===== src/hdl/spq_pkg.sv =====
// Shared types and constants for the sorted priority queue.
// No dependencies; imported by every module of the block.
`timescale 1ns / 1ps

package spq_pkg;

	localparam int DEPTH   = 32;
	localparam int CNT_W   = $clog2(DEPTH + 1);
	localparam int PRIO_W  = 16;
	localparam int TOTAL_W = 6;

	typedef enum logic {
		CMD_ENQ = 1'b0,
		CMD_DEQ = 1'b1
	} cmd_t;

	typedef enum logic [1:0] {
		STAT_OK    = 2'd0,
		STAT_FULL  = 2'd1,
		STAT_EMPTY = 2'd2
	} stat_t;

	// Broadcast to every cell in the cycle a transfer is taken.
	typedef struct packed {
		logic                     enq;
		logic                     deq;
		logic signed [PRIO_W-1:0] prio;
	} cell_ctl_t;

endpackage


===== src/hdl/spq_cell.sv =====
// One slot of the sorted array: holds a priority and trades it with its neighbors.
// Depends on spq_pkg.
`timescale 1ns / 1ps

module spq_cell import spq_pkg::*; (
	input  logic                     clk,
	input  cell_ctl_t                ctl,
	input  logic                     occ,
	input  logic                     prev_keep,
	input  logic signed [PRIO_W-1:0] prev_val,
	input  logic signed [PRIO_W-1:0] next_val,
	output logic                     keep,
	output logic signed [PRIO_W-1:0] val
);

	logic signed [PRIO_W-1:0] val_q;

	// Stays put on enqueue when it holds an entry ranked ahead of the newcomer.
	assign keep = occ && (val_q >= ctl.prio);
	assign val  = val_q;

	always_ff @(posedge clk) begin
		if (ctl.enq && !keep) begin
			// first non-kept slot takes the new entry, the rest shift back
			val_q <= prev_keep ? ctl.prio : prev_val;
		end else if (ctl.deq) begin
			val_q <= next_val;
		end
	end

endmodule


===== src/hdl/sorted_priority_queue_core.sv =====
// Top level of the sorted priority queue: a row of spq_cell slots plus count and result registers.
// Depends on spq_pkg and spq_cell.
`timescale 1ns / 1ps

// Channel   Handshake           Payload
// command   start / busy        command, priority_req
// result    done (strobe)       front_priority, status, entry_total
//
// One transfer per cycle; the result strobe is registered and comes in the cycle after its command.
// Every slot compares its entry with the new priority in parallel, so an
// enqueue or dequeue never has to wait; busy stays low.
// arst_n clears the entry count and the result strobe; slot contents stay unknown
// until written and are never read beyond the count.
// The receiver cannot stall: a result lasts one cycle only.

module sorted_priority_queue_core import spq_pkg::*; (
	input  logic                      clk,
	input  logic                      arst_n,
	input  logic                      start,
	output logic                      busy,
	input  logic                      command,
	input  logic signed [PRIO_W-1:0]  priority_req,
	output logic                      done,
	output logic signed [PRIO_W-1:0]  front_priority,
	output logic [1:0]                status,
	output logic [TOTAL_W-1:0]        entry_total
);

	logic [CNT_W-1:0]         count_q;
	logic [CNT_W-1:0]         count_nxt;
	logic                     done_q;
	logic signed [PRIO_W-1:0] front_q;
	stat_t                    stat_q;
	logic [TOTAL_W-1:0]       total_q;

	logic                     take;
	logic                     full;
	logic                     empty;
	stat_t                    stat_nxt;
	cell_ctl_t                ctl;

	logic                     keep [DEPTH];
	logic signed [PRIO_W-1:0] val  [DEPTH];

	// Every cell decides in the same cycle, so no command ever has to wait.
	assign busy  = 1'b0;
	assign take  = start && !busy;
	assign full  = (count_q == CNT_W'(DEPTH));
	assign empty = (count_q == '0);

	always_comb begin
		ctl.enq   = 1'b0;
		ctl.deq   = 1'b0;
		ctl.prio  = priority_req;
		count_nxt = count_q;
		stat_nxt  = STAT_OK;
		if (take) begin
			unique case (cmd_t'(command))
				CMD_ENQ: begin
					if (full) begin
						stat_nxt = STAT_FULL;
					end else begin
						ctl.enq   = 1'b1;
						count_nxt = count_q + CNT_W'(1);
					end
				end
				CMD_DEQ: begin
					if (empty) begin
						stat_nxt = STAT_EMPTY;
					end else begin
						ctl.deq   = 1'b1;
						count_nxt = count_q - CNT_W'(1);
					end
				end
				default: begin
					stat_nxt = STAT_OK;
				end
			endcase
		end
	end

	// The row of slots, front at index 0.
	for (genvar i = 0; i < DEPTH; i++) begin : g_cell
		logic                     occ;
		logic                     p_keep;
		logic signed [PRIO_W-1:0] p_val;
		logic signed [PRIO_W-1:0] n_val;

		assign occ = (CNT_W'(i) < count_q);

		if (i == 0) begin : g_head
			assign p_keep = 1'b1;
			assign p_val  = '0;
		end else begin : g_body
			assign p_keep = keep[i-1];
			assign p_val  = val[i-1];
		end

		if (i == DEPTH - 1) begin : g_tail
			assign n_val = '0;
		end else begin : g_inner
			assign n_val = val[i+1];
		end

		spq_cell u_cell (
			.clk       (clk),
			.ctl       (ctl),
			.occ       (occ),
			.prev_keep (p_keep),
			.prev_val  (p_val),
			.next_val  (n_val),
			.keep      (keep[i]),
			.val       (val[i])
		);
	end

	always_ff @(posedge clk or negedge arst_n) begin
		if (!arst_n) begin
			count_q <= '0;
			done_q  <= 1'b0;
		end else begin
			count_q <= count_nxt;
			done_q  <= take;
		end
	end

	// Result payload; only meaningful while done is high.
	always_ff @(posedge clk) begin
		if (take) begin
			front_q <= ctl.deq ? val[0] : '0;
			stat_q  <= stat_nxt;
			total_q <= TOTAL_W'(count_nxt);
		end
	end

	assign done           = done_q;
	assign front_priority = front_q;
	assign status         = stat_q;
	assign entry_total    = total_q;

endmodule


===== config.mk =====
export PLATFORM = sky130hd
export DESIGN_NAME = sorted_priority_queue_core
export DESIGN_NICKNAME = d
export VERILOG_FILES = /design/src/hdl/spq_pkg.sv /design/src/hdl/spq_cell.sv /design/src/hdl/sorted_priority_queue_core.sv
export SDC_FILE = /design/constraint.sdc
export NUM_CORES = 2
export LEC_CHECK = 0
export BUFFER_PORTS_ARGS = -buffer_cell sky130_fd_sc_hd__buf_2
export CORE_UTILIZATION = 30
export DETAILED_ROUTE_END_ITERATION = 16
export SLEW_MARGIN = 20
export SYNTH_ARGS = -nofsm -noshare
export SYNTH_HDL_FRONTEND = slang
export SYNTH_SLANG_ARGS = --single-unit

===== constraint.sdc =====
create_clock -name clk -period 5.4 [get_ports clk]
set_input_delay 1.08 -clock clk [delete_from_list [all_inputs] [get_ports clk]]
set_output_delay 1.08 -clock clk [all_outputs]
set_load 0.02 [all_outputs]

Word level (Yosys, flattened, before mapping)
Cells that the tools add are included.
{"block": "classes", "add_sub_neg": 2, "multipliers": 0, "n_div": 0, "n_lt_le_gt_ge": 64, "eq_ne": 1, "shifts": 0, "muxes": 107, "n_bitwise": 1, "n_reduce_logical": 129}
{"cell": "16-bit 2-to-1 mux", "n": 95}
{"cell": "16-bit >= comparator", "n": 32}
{"cell": "5-bit by 6-bit < comparator with 1-bit output (first input constant)", "n": 16}
{"cell": "1-bit logical AND", "n": 64}
{"cell": "2-bit nonzero test", "n": 32}
{"cell": "4-bit by 6-bit < comparator with 1-bit output (first input constant)", "n": 8}
{"cell": "1-bit zero test", "n": 32}
{"cell": "3-bit by 6-bit < comparator with 1-bit output (first input constant)", "n": 4}
{"cell": "6-bit 2-to-1 mux", "n": 3}
{"cell": "1-bit by 6-bit < comparator with 1-bit output (first input constant)", "n": 2}
{"cell": "2-bit by 6-bit < comparator with 1-bit output (first input constant)", "n": 2}
{"cell": "6-bit case mux with 2 select lines", "n": 1}
{"cell": "6-bit by 1-bit adder with 6-bit output (second input constant)", "n": 1}
{"cell": "6-bit == test (second input constant)", "n": 1}
{"cell": "6-bit zero test", "n": 1}
{"cell": "6-bit by 1-bit subtractor with 6-bit output (second input constant)", "n": 1}
{"cell": "1-bit 2-to-1 mux", "n": 5}
{"cell": "2-bit 2-to-1 mux", "n": 2}
{"cell": "2-bit case mux with 2 select lines", "n": 1}
{"cell": "1-bit inverter", "n": 1}
{"block": "totals", "regBits": 543, "latch_bits": 0, "mem_bits_rw": 0, "mem_bits_ro": 0, "inputBits": 20, "out_inout_bits": 26, "elab_cells": 341, "mem_count": 0}

Logic depth before layout (Yosys ltp)
{"block": "depth", "ltp_word": 6, "mapped_depth": 13, "mapped_depth_nobuf": 9}

Cells and area by module
From an unflattened synthesis, not the netlist that was laid out.
{"block": "unflattened", "hier_cells": 3849, "area_unflattened_um2": 45869.0}
{"mod": "spq_cell at g_cell[0].u_cell ...", "instances": 31, "cells_each": 115, "area_per_inst_um2": 1380.1, "seq_area_each_um2": 480.5}
{"mod": "sorted_priority_queue_core", "instances": 1, "cells_each": 169, "area_per_inst_um2": 1714.1, "seq_area_each_um2": 895.9}
{"mod": "spq_cell at g_cell[21].u_cell", "instances": 1, "cells_each": 115, "area_per_inst_um2": 1372.6, "seq_area_each_um2": 480.5}

Worst setup path before layout
No wires, ideal clock.
{"block": "synth_timing", "kind": "input port to flip-flop", "startpoint": "input port priority_req[6]", "endpoint": "register g_cell[11].u_cell.val_q[0] (enable)", "setup_time_ns": 0.411, "arrival_ns": 4.876, "required_time_ns": 4.989, "slack_ns": 0.112, "cell_stages": 10, "n_path_buf": 2, "cell_sequence": "inv_1 -> ha_1 -> a21oi_1 -> a21boi_0 -> o31ai_1 -> or4b_2 -> and3_1 -> buf_2 -> buf_2 -> o21ai_0"}
{"block": "synth_between", "elab_chain_len": 5}
{"item": "start: declaration", "line_no": "sorted_priority_queue_core.sv:22", "rtl": "input logic signed [PRIO_W-1:0] priority_req,"}
{"item": "16-bit >= comparator", "line_no": "spq_cell.sv:19", "rtl": "assign keep = occ && (val_q >= ctl.prio);"}
{"item": "1-bit logical AND", "line_no": "spq_cell.sv:19"}
{"item": "1-bit zero test", "line_no": "spq_cell.sv:23", "rtl": "if (ctl.enq && !keep) begin"}
{"item": "1-bit logical AND", "line_no": "spq_cell.sv:23"}
{"item": "2-bit nonzero test (no line)"}
{"item": "end signal: assignment", "line_no": "spq_cell.sv:25", "rtl": "val_q <= prev_keep ? ctl.prio : prev_val;"}
{"item": "end signal: assignment", "line_no": "spq_cell.sv:27", "rtl": "val_q <= next_val;"}
{"item": "end: declaration", "line_no": "spq_cell.sv:16", "rtl": "logic signed [PRIO_W-1:0] val_q;"}
Every way passes these cells.
A chain may end at the register's enable or synchronous reset.

Final worst setup path
{"block": "layout_timing", "startpoint": "register count_q[1]", "endpoint": "register g_cell[17].u_cell.val_q[5] (enable)"}
{"block": "layout_between", "elab_chain_len": 6, "elab_cells_between_ends": 12, "cone_classes": "1 x order compare; 1 x eq/ne; 5 x mux; 5 x reduce/logical"}
{"item": "start: declaration", "line_no": "sorted_priority_queue_core.sv:29", "rtl": "logic [CNT_W-1:0] count_q;"}
{"item": "start signal: assignment", "line_no": "sorted_priority_queue_core.sv:122", "rtl": "count_q <= count_nxt;"}
{"item": "parallel branches: the longest is 5 deep, another holds 5-bit by 6-bit < comparator with 1-bit output"}
{"item": "2-bit nonzero test (no line) *"}
{"item": "end signal: assignment", "line_no": "spq_cell.sv:25"}
{"item": "end signal: assignment", "line_no": "spq_cell.sv:27"}
{"item": "end: declaration", "line_no": "spq_cell.sv:16"}
Mark *: on every way between the ends.

==> metrics.json <==
{
  "outcome": "finished clean",
  "syn-num-nets": 4437,
  "dpl_worst_slack_ns": 0.7410,
  "primary_flip_flop_cell_chosen_by_synthesis_mapping": "edfxtp_1",
  "clk_pin_slew_ns": 0.06,
  "r2r_slack_ns": 1.37,
  "cts-buffers-inserted": 68,
  "ys_seq_area_share_pct": 39.94,
  "drtIter0Drc": 3514,
  "worst_slack_ns": 1.366,
  "grtUsageTotal_pct": 19.21,
  "post-layout-total-power_mw": 22.97,
  "clock_sinks": 543,
  "synthToLayoutAreaGrowth_pct": 12.07,
  "crit_path_max_incr_delay_ns": 0.87,
  "ctsHtreeMaxLevel": 3,
  "cpMostUsedCell": "buf_4",
  "drc": 0,
  "chain_of_cells_forming_the_critical_path": "buf_4 > inv_1 > ha_1 > buf_4 > or3b_2 > nor3_1 > nor3b_4 > buf_12 > and2_1 > buf_4 > nand2b_1",
  "effective_utilization_at_floorplan_pct": 30.37,
  "cts.repair.resized": 0,
  "grt-ovfl-total": 0,
  "worstSetupEndpointType": "flip-flop",
  "worst-endpoint-arrival_ns": 4.29,
  "max_freq_mhz": 247.9,
  "master_cell_of_the_clock_root_buffer": "clkbuf_16",
  "netlist_area_before_placement_um2": 40730,
  "number_of_antenna_violations_at_the_first_check_in_global_routing": 3,
  "synth.most_common_cell": "a21oi_1",
  "detail-route-antenna-nets": 0,
  "grt_pass1_wl_mm": 202.2,
  "number_of_global_route_vias_before_repair": 31800,
  "hold_viol": 0,
  "placed_area_um2": 43610,
  "detail_route.vias_per_cell": 5.766,
  "critical_path_class": "reg2reg",
  "design.die.area_um2": 137300,
  "cts_tree": "done",
  "finalWorstPathRequiredPeriod_ns": 4.034,
  "avg_wl_per_cell_um": 23.58,
  "postSynthAreaPerCell_um2": 10.44,
  "gp_congestion": 0.9124,
  "layout.nets": 4436,
  "fin_tns_setup_ns": 0,
  "setup_viol": 0,
  "worstSkewPairLatency_ns": 0.66,
  "cts_max_path_buffers": 3,
  "num_io_pins": 46,
  "placement_rows": 134,
  "skew_ns": 0.04499,
  "postSynthCellCount": 3902,
  "drv_cap": 0,
  "crit_required_ns": 5.66,
  "synthDistinctLibCells": 88,
  "drt_pre_antenna_iters": 7,
  "die_y_um": 370.5,
  "crit_slowest_cell": "nor3b_4",
  "synth.largest_area_cell": "edfxtp_1",
  "grt_setup_unrepaired": "no",
  "post_cts.repair.setup_buffers": 0,
  "slew-limit-headroom_pct": 28.97,
  "worst_setup_path_start_kind": "flip-flop",
  "path_max_fanout": 39,
  "grt_max_degree": 82,
  "worst_hold_slack_ns": 0.3252,
  "drive_gt1_share_pct": 11.12,
  "synthTopCellsByArea": "edfxtp_1 (40%), ha_1 (16%), mux2i_1 (11%)",
  "worst-slew-pin-transition_ns": 1.064,
  "place_hpwl_mm": 96.06,
  "vias": 32950,
  "final_max_slew_viol_count": 0,
  "vdd_drop_max_uv": 223.9,
  "synth-seq-cells": 543,
  "final_cell_area_um2": 45650,
  "cellPowerDensity_nw_per_um2": 503.1,
  "post_cts_hold_buffer_count": 0,
  "buffer_ports.inserted": 44,
  "filler_cell_count": 13440,
  "synthArstFlopShare_pct": 1.289,
  "die_w_um": 370.5,
  "p_leak_nw": 19.09,
  "layout_worst_path_cycle_share_pct": 74.70,
  "detail_route.wirelength_mm": 134.8,
  "number_of_enable_flip_flop_cells_after_synthesis": 536,
  "hold_path_class": "in2async",
  "core_region_area_um2": 134100,
  "fraction_of_post_synthesis_cell_area_in_the_top_cell_type_by_area_pct": 39.51,
  "antenna-diode-count": 0,
  "synth_top_cells_by_count": "a21oi_1 (593), edfxtp_1 (536), ha_1 (515)",
  "yosys_warnings": 0
}
-- critical path: cells and delay by family (launching register included) --
kind | cells | cell delay (ns)
adders and majority gates | 1 | 0.18
DFF | 1 | 0.34
and+or+nand+nor | 5 | 2.06
buffers and inverters | 5 | 1.03
-- cell usage in the layout, fill, tap and decap left out, types with 43 or more instances in the layout --
| cell type | instances |
|---|---|
| buf_4 | 137 |
| o21ai_0 | 235 |
| nand2_1 | 171 |
| inv_1 | 95 |
| mux2_2 | 86 |
| a31oi_1 | 151 |
| nor2_1 | 149 |
| clkbuf_16 | 70 |
| a21oi_1 | 592 |
| ha_1 | 515 |
| buf_2 | 43 |
| nand4_1 | 94 |
| mux2i_1 | 459 |
| edfxtp_1 | 536 |
| a21o_1 | 52 |
-- routing by layer --
metal	GRT usage [%]	wire length, um
met1	26.65	58920
met2	29.97	59810
met3	2.413	10550
met4	8.056	5494
met5	0	13
-- state kept, by name, summed over array words and instances, names as in the netlist --
name and cells:
done 1, status 2, entry_total 6, g_cell.u_cell.val 512
front_priority 16, count_q 6
-- path summary, 6_finish.rpt --
path / startpoint / to / cells past startpoint
worst max register to register: count_q[1] / g_cell[17].u_cell.val[5] / 11
min in group clk: g_cell[0].u_cell.val[8] / front_priority[8] / 1
worst min-delay path: arst_n / count_q[3] / 1
worst min register to register: g_cell[0].u_cell.val[8] / front_priority[8] / 1
worst max-delay path: count_q[1] / g_cell[17].u_cell.val[5] / 11
max in group asynchronous: arst_n / count_q[4] / 1
-- report_power, final --
group	switching [mW]	internal, mW	leakage (nW)	total (mW)
Clock	1.91	2.51	0.997	4.42
Combinational	6.26	4.30	12.9	10.6
Sequential	1.36	6.63	5.23	7.98
-- cell families after synthesis --
group | count (synthesis) | synth area share (%)
AO/OA/AOI/OAI | 1270 | 18.39
AND/OR/NAND/NOR | 638 | 7.992
multiplexers | 554 | 13.98
flip-flops | 543 | 39.94
adder cells (fa/ha/maj) | 515 | 15.82
buffers and inverters | 380 | 3.849
other | 1 | 0.009206
XOR/XNOR | 1 | 0.02151
-- area by class of cell --
cell class              count  area, um^2  area share [%]
clock buffers              88        1819           3.985
inverters                 110       412.9          0.9045
repair buffers            199        1624           3.558
well taps                1768        2212           4.846
flip-flops and latches    543       16270           35.64
multi-input cells        2979       23090           50.58
clock inverters            28       224.0          0.4906
-- through the flow --
stage,instances,util (%)
2_1_floorplan,3902,-
3_3_place_gp,5599,32.51
3_5_place_dp,5599,32.51
4_1_cts,5715,34.04
5_1_grt,5715,34.04
6_report,5715,34.04
(Power assumes the default switching activity.)
